## src/rtl/salru_pkg.sv

```systemverilog
package salru_pkg;

    localparam int SET_BITS_MAX = 6;
    localparam int WAYS_MAX     = 8;

    localparam int ADDR_W     = 64;
    localparam int KIND_W     = 2;
    localparam int CNT_W      = 32;
    localparam int SET_CFG_W  = 3;
    localparam int OFS_CFG_W  = 6;
    localparam int WAYS_CFG_W = 4;
    localparam int CFG_IDX_W  = 2;
    localparam int CFG_DATA_W = 6;
    localparam int SPLIT_W    = 7;
    localparam int M_DATA_W   = 104;

    typedef enum logic [KIND_W-1:0] {
        KIND_LOAD   = 2'd0,
        KIND_STORE  = 2'd1,
        KIND_MODIFY = 2'd2,
        KIND_NONE   = 2'd3
    } kind_t;

    typedef enum logic [CFG_IDX_W-1:0] {
        CFG_SET_BITS   = 2'd0,
        CFG_BLOCK_BITS = 2'd1,
        CFG_WAYS       = 2'd2
    } cfg_idx_t;

    typedef enum logic [2:0] {
        ST_IDLE,
        ST_SPLIT,
        ST_META,
        ST_SCAN,
        ST_UPDATE,
        ST_RESULT
    } state_t;

    typedef struct packed {
        logic clear;
        logic step;
    } scan_cmd_t;

    typedef struct packed {
        logic hit;
        logic slot;
    } scan_flags_t;

endpackage

```

## src/rtl/salru_scan.sv

```systemverilog
// One way per step: tag compare, first-invalid search and oldest-way search.
module salru_scan #(
    parameter int WAYS_MAX = salru_pkg::WAYS_MAX
) (
    input  logic                                         aclk,
    input  logic                                         aresetn,
    input  salru_pkg::scan_cmd_t                         cmd,
    input  logic [(WAYS_MAX > 1 ? $clog2(WAYS_MAX) : 1)-1:0] way,
    input  logic                                         line_valid,
    input  logic [(WAYS_MAX > 1 ? $clog2(WAYS_MAX) : 1)-1:0] line_age,
    input  logic [salru_pkg::ADDR_W-1:0]                 tag_rd,
    input  logic [salru_pkg::ADDR_W-1:0]                 tag_ref,
    output logic                                         match,
    output salru_pkg::scan_flags_t                       flags,
    output logic [(WAYS_MAX > 1 ? $clog2(WAYS_MAX) : 1)-1:0] hit_way,
    output logic [(WAYS_MAX > 1 ? $clog2(WAYS_MAX) : 1)-1:0] slot_way,
    output logic [(WAYS_MAX > 1 ? $clog2(WAYS_MAX) : 1)-1:0] victim_way
);

    localparam int WAY_W = (WAYS_MAX > 1) ? $clog2(WAYS_MAX) : 1;

    salru_pkg::scan_flags_t flags_reg;
    logic [WAY_W-1:0]       hit_way_reg;
    logic [WAY_W-1:0]       slot_way_reg;
    logic [WAY_W-1:0]       victim_way_reg;
    logic [WAY_W-1:0]       victim_age_reg;

    assign match = line_valid && (tag_rd == tag_ref);

    always_ff @(posedge aclk) begin
        if (!aresetn) begin
            flags_reg <= '0;
        end else if (cmd.clear) begin
            flags_reg <= '0;
        end else if (cmd.step) begin
            if (match && !flags_reg.hit) begin
                flags_reg.hit <= 1'b1;
            end
            if (!line_valid && !flags_reg.slot) begin
                flags_reg.slot <= 1'b1;
            end
        end
    end

    always_ff @(posedge aclk) begin
        if (cmd.step) begin
            if (match && !flags_reg.hit) begin
                hit_way_reg <= way;
            end
            if (!line_valid && !flags_reg.slot) begin
                slot_way_reg <= way;
            end
            // ties keep the lower way
            if (way == '0 || line_age > victim_age_reg) begin
                victim_way_reg <= way;
                victim_age_reg <= line_age;
            end
        end
    end

    assign flags      = flags_reg;
    assign hit_way    = hit_way_reg;
    assign slot_way   = slot_way_reg;
    assign victim_way = victim_way_reg;

endmodule

```

## config.mk

```make
export PLATFORM = sky130hd
export DESIGN_NAME = salru_scan
export DESIGN_NICKNAME = d
export VERILOG_FILES = /design/src/rtl/salru_pkg.sv /design/src/rtl/salru_scan.sv
export SDC_FILE = /design/constraint.sdc
export NUM_CORES = 1
export LEC_CHECK = 0
export ABC_CLOCK_PERIOD_IN_PS = 2500
export BUFFER_PORTS_ARGS = -buffer_cell sky130_fd_sc_hd__buf_2
export CAP_MARGIN = 20
export CORE_ASPECT_RATIO = 0.7
export CORE_MARGIN = 5
export CORE_UTILIZATION = 36
export DETAILED_ROUTE_END_ITERATION = 7
export PLACE_DENSITY = 0.79
export SLEW_MARGIN = 30
export SYNTH_ARGS = -nofsm -noshare
export SYNTH_HDL_FRONTEND = slang
export SYNTH_SLANG_ARGS = --single-unit
```

## constraint.sdc

```tcl
create_clock -name aclk -period 2.5 [get_ports aclk]
set_input_delay 0.5 -clock aclk [delete_from_list [all_inputs] [get_ports aclk]]
set_output_delay 0.5 -clock aclk [all_outputs]
set_load 0.02 [all_outputs]
```

; ---- Word level (Yosys, flattened, before mapping)
; Index checks and enable logic that the tools add are counted.
[classes]
order_cmp = 1
n_eq_ne = 1
n_bitwise = 1
n_reduce_logical = 12
[ops]
columns = op, n
row1 = $eq 64x64->1, 1
row2 = $reduce_and 2->1, 3
row3 = $gt 3x3->1, 1
row4 = $logic_and 1x1->1, 3
row5 = $logic_not 1->1, 3
row6 = $logic_not 3->1, 1
row7 = $reduce_or 2->1, 1
row8 = $logic_or 1x1->1, 1
row9 = $not 1->1, 1
[totals]
regBits = 14
in_bits = 139
out_inout_bits = 12
word_cells = 21

; ---- Logic depth before layout (Yosys ltp)
; Gate-level depths: netlist (run 1).
[depth]
word_depth = 4
depth_mapped = 6
mapped_depth_nobuf = 6

; ---- Worst setup path after synthesis (run 1)
; No wires, ideal clock.
[synth_timing]
path_kind = input -> output
from = input tag_ref[0] (netlist name)
to = output match
arrival_time_ps = 1493
t_required_ps = 2000
slack_ps = 507
cell_stages = 5
path_buffers = 0
cell_sequence = xnor2_1 -> o221ai_1 -> nor4_1 -> nand4_1 -> nor2_1
[synth_via]
elab_chain_len = 2
[synth_lines]
columns = element, line
row1 = start: declaration, salru_scan.sv:12  ; input logic [salru_pkg::ADDR_W-1:0] tag_ref,
row2 = $eq 64x64->1, salru_scan.sv:28  ; assign match = line_valid && (tag_rd == tag_ref);
row3 = $logic_and 1x1->1, salru_scan.sv:28
row4 = end: declaration, salru_scan.sv:13  ; output logic match,
; No other way between the ends.

; ---- Final worst setup path (run 1)
; Same ends and word-level chain as after synthesis.

==> results of run 1 <==
## worst max-delay path by stage
stage	depth (start not counted)	endpoint
final	7	match
after global routing	7	match
after CTS	7	match
after detailed placement	7	match
after global placement	7	match
after floorplan	5	match
## worst register-to-register path, stage by stage (launching register included)
cell and delay (ns):
edfxtp_1 0.32, inv_1 0.04, ha_1 0.28, nor2b_1 0.13, o21a_1 0.11, o21ai_0 0.07
a21oi_1 0.46
## metrics by stage
step                      power [uW]  hold slack (ns)
final                            750            0.456
after global routing             800            0.448
after CTS                        760            0.448
after detailed placement         577            0.480
after global placement           569            0.472
after floorplan                  421            0.557
## logic make-up (layout without fill, tap and decap cells)
group	count (synthesis)	in the layout
adders and majority gates	3	3
DFF	14	14
xor gates and xnor gates	46	46
and+or+nand+nor	74	74
buffers and inverters	17	172
AOI/OAI and AO/OA	12	12
## placed cells by master, fill, tap and decap left out, types with 4 or more instances in the layout
cell type / n
edfxtp_1: 12
o22ai_1: 4
nand4_1: 26
buf_2: 150
xnor2_1: 46
nor4_1: 6
nand2_1: 4
nor3_1: 4
nand2b_1: 21
inv_1: 17
nand3_1: 4
## power by group
group	total, uW	switching (uW)	internal [uW]
logic	301	135	166
registers	268	2.33	266
clock network	180	72.1	108
total	750	210	540
## layout make-up
type	instances	area (sq um)	area share, %
Clock buffer	3	41.3	1.77
Clock inverter	1	3.75	0.161
Inverter	17	63.8	2.74
Multi-Input combinational cell	135	1000	42.9
Sequential cell	14	400	17.2
Tap cell	52	65.1	2.79
Timing Repair Buffer	151	758	32.5
## routing by layer
metal | wire length, um | GRT usage, % | vias up
li1 | - | - | 905
met1 | 1960 | 21.7 | 791
met2 | 2360 | 28.8 | 86
met3 | 488 | 3.91 | 6
met4 | 48 | 4.28 | 0
met5 | 0 | 0 | -
==> impl_metrics.toml, run 1 <==
[outcome]
status = "completed"

[placement]
placed_area_sq_um = 2290
gp_congestion = 0.814
io_buffers = 150
post-place-ws_ns = 0.146
dp_cells = 369
dp_hpwl_mm = 4.64

[logic_synthesis]
avgSynthCellArea_sq_um = 8.82
syn_inst = 166
synth_top_family_by_area = "simple AND/OR/NAND/NOR gates"
ys_async_sr_fraction_pct = 0
synth_compound_area_share_pct = 7.26
synth_top_area_share_pct = 27.5
syn-cell-area_sq_um = 1460
synthSimpleGateAreaFrac_pct = 30.9
ys_ff_latch = 14
synthTopCellsByCount = "xnor2_1, nand4_1, nand2b_1, inv_1, edfxtp_1"
synth_fa_ha_area_share_pct = 2.56
synth-edff-count = 12
synthFlopType = "edfxtp_1"
ys_seq_area_share_pct = 27.4
muxShareOfSynthArea_pct = 0
ys_types = 23
yosys.area.top_type = "xnor2_1"
synth-xor-area-share_pct = 27.5
synth_area_leaders = "xnor2_1, edfxtp_1, nand4_1, nand2b_1, inv_1"
yosysMostFrequentCell = "xnor2_1"
ys_warn_count = 0
synthesis.nets = 308

[clock_network]
cts_tree = "built"
post_cts_resized = 0
cts_sinks = 14
path_clk_slew_ns = 0.05
clk_latency_ns = 0.24
h-tree-depth = 1
hold_buffers = 0
numCtsBuffers = 3
cts_buffer_depth = 2
cts_setup_buffers = 0
root_buffer = "clkbuf_8"

[finish]
layout-drive-gt1-share_pct = 48.9
area_delta_synth_final_pct = 59.3
finalInstanceArea_sq_um = 2330
diodes = 0
finalNetCount = 464
fin_util_pct = 59.5
final_cell_count_no_fill = 373
fillers = 368

[timing]
slew_viol_final = 0
skew_ns = 0.00142
setup_viol = 0
hold_viol = 0
setup_ws_ns = 0.153
fmax_ghz = 0.426
rsz0062_at_grt = "false"
fin_crit_sh_pct = 93.9
tightest_slew_ns = 0.569
relSlewSlack_pct = 62.1
totalNegativeSetupSlack_ns = 0
period_minus_slack_ns = 2.35

[worst_setup_path]
reg2reg_depth = 6
crit_slowest_cell = "nor4_1"
startpoint_type = "input pin"
critPathBufInv = 2
critical_path_class = "in2out"
path_max_fanout = 3
cp_slowest_stage_delay_ns = 0.42
endpoint_kind = "output port"
startpoint = "tag_ref[0]"
r2r-end = "victim_age_reg[2]"
r2r_slack_ns = 0.73
reg2reg_from = "victim_age_reg[1]"
crit_chain = "buf_2 > xnor2_1 > o221ai_1 > nor4_1 > nand4_1 > nor2_1 > buf_2"
crit_top_cell = "buf_2"
path_delay_family = "simple AND/OR/NAND/NOR gates"
critPathArrivalTime_ns = 1.85
required_ns = 2.00

[detailed_routing]
wl_per_cell_um = 13.0
first_pass_iters = 4
via_per_inst = 4.79
drc = 0
dr_total_vias = 1788
drt_iter0_markers = 34
wl_mm = 4.85
route.antenna.remaining_nets = 0

[global_route]
overflow = 0
antenna_found_initial = 0
grt_pass1_vias = 1877
grt_max_degree = 9
grt_usage_pct = 17.0
grt_pass1_wl_mm = 7.60

[floorplanning]
die_h_um = 63.4
num_io_pins = 151
design.core.area_sq_um = 3920
start_util_pct = 37.3
die_area_sq_um = 5460
rows = 19
die_x_um = 86.2

[hold_path]
holdCritPathClass = "in2reg"
holdPathStages = 1
holdCritStartpoint = "line_age[1]"
holdPathEnd = "victim_age_reg[1]"

[power_and_ir_drop]
p_leak_uw = 0.00109
ir_worst_vdd_mv = 0.215
power_density_nw_per_um2 = 321

[run]
max_cap_violations = 0
Power figures use the tool's default switching activity.
==> run 2, diff against run 1 <==
Settings changed: CORE_ASPECT_RATIO 0.7 to 1.25.
==> run 2 against run 1 <==
- flip-flop and latch count stayed put
- first-iteration DRC count is 71% higher
- power is 4.4% higher
- critical path depth stayed put
- fmax is 5.0% higher
- largest power group unchanged
- largest cell class unchanged
- cell count is 1.1% higher
- critical path type unchanged
- non-clock buffer count stayed put
- worst hold slack worse by 0.0094 ns
==> impl_metrics.toml, run 2 (synthesis gave the netlist of run 1 again) <==
[outcome]
status = "completed"

[timing]
slew_viol_final = 0
totalNegativeSetupSlack_ns = 0
relSlewSlack_pct = 62.4
setup_viol = 0
fin_crit_sh_pct = 89.4
skew_ns = 0.000428
fmax_ghz = 0.447
tightest_slew_ns = 0.565
hold_viol = 0
period_minus_slack_ns = 2.23
rsz0062_at_grt = "false"

[global_route]
grt_max_degree = 9
grt_usage_pct = 17.4
antenna_found_initial = 0
grt_pass1_vias = 1815
grt_pass1_wl_mm = 7.29
overflow = 0

[detailed_routing]
wl_per_cell_um = 13.2
top_layer = "met4"
wl_met3_um = 473
first_pass_iters = 4
met1Wirelength_mm = 1.65
drt_iter0_markers = 58
drc = 0
route.antenna.remaining_nets = 0
via_per_inst = 4.75
met2_length_mm = 2.82
dr_total_vias = 1792
wl_mm = 4.98

[hold_path]
holdPathStages = 1
holdCritPathClass = "in2reg"

[clock_network]
cts_sinks = 14
hold_buffers = 0
path_clk_slew_ns = 0.05
cts_setup_buffers = 0
root_buffer = "clkbuf_8"
post_cts_resized = 0
cts_tree = "built"
numCtsBuffers = 3
cts_buffer_depth = 2
h-tree-depth = 1
clk_latency_ns = 0.24

[power_and_ir_drop]
power_density_nw_per_um2 = 333
ir_worst_vdd_mv = 0.139
switching_share_pct = 27.1
p_leak_uw = 0.00109
p_switching_uw = 212
comb_power_share_pct = 38.6
total_power_uw = 782
p_clk_share_pct = 27.2
p_int_uw = 571
p_seq_share_pct = 34.2

[finish]
diodes = 0
area_delta_synth_final_pct = 60.3
final_common_cell = "buf_2"
final_cell_mix = "buf_2, xnor2_1, nand4_1"
layout-drive-gt1-share_pct = 49.2
finalNetCount = 464
fillers = 363

[worst_setup_path]
required_ns = 2.00
critical_path_class = "in2out"
path_max_fanout = 3
startpoint_type = "input pin"
critPathArrivalTime_ns = 1.73
reg2reg_depth = 6
endpoint_kind = "output port"

[placement]
dp_hpwl_mm = 4.75
io_buffers = 150
gp_congestion = 0.895

[floorplanning]
die_x_um = 67.0
die_h_um = 81.3
design.core.area_sq_um = 4000
die_area_sq_um = 5450
num_io_pins = 151
start_util_pct = 36.6
rows = 26

[run]
max_cap_violations = 0
## run 2: cell type report
cell class,instances,area [sq um],area share [%]
flip-flops and latches,14,400,17.1
well taps,56,70.1,2.99
clock buffers,4,55.1,2.35
repair buffers,151,758,32.3
inverters,17,63.8,2.72
multi-input cells,135,1000,42.6
## run 2: worst paths after layout
path,slack [ns],end,start
worst max-delay path,0.27,match,tag_ref[0]
worst min-delay path,0.45,victim_age_reg[0],line_age[0]
worst max register to register,0.74,victim_age_reg[2],victim_age_reg[1]
worst min register to register,0.48,flags[1],flags[1]
## run 2: stage by stage
step	cell area [sq um]	util, %	hold slack [ns]	instances	worst slack, ns
final	2350	58.7	0.446	377	0.265
after global routing	2350	58.7	0.436	377	0.0396
after CTS	2350	58.7	0.440	377	0.262
after detailed placement	2290	57.3	0.474	373	0.263
after global placement	2290	57.3	0.479	373	0.263
after floorplan	1460	-	0.557	166	0.507
## run 2: power groups by stage
stage | logic, uW | clock network, uW | registers, uW
floorplan | 140 | 0 | 280
global route | 336 | 229 | 268
global placement | 299 | 0 | 272
CTS | 306 | 218 | 267
detailed placement | 305 | 0 | 272
finish | 302 | 213 | 267
## run 2: worst max-delay path: stages
cell and delay [ns]:
buf_2 0.10, xnor2_1 0.14, o221ai_1 0.12, nor4_1 0.31
nand4_1 0.22, nor2_1 0.16, buf_2 0.18
## run 2: metal layers
layer | GRT usage (%) | vias to the layer above
met4 | 5.48 | 0
met2 | 34.1 | 101
met5 | 0 | -
met1 | 18.1 | 781
met3 | 2.90 | 4
li1 | - | 906
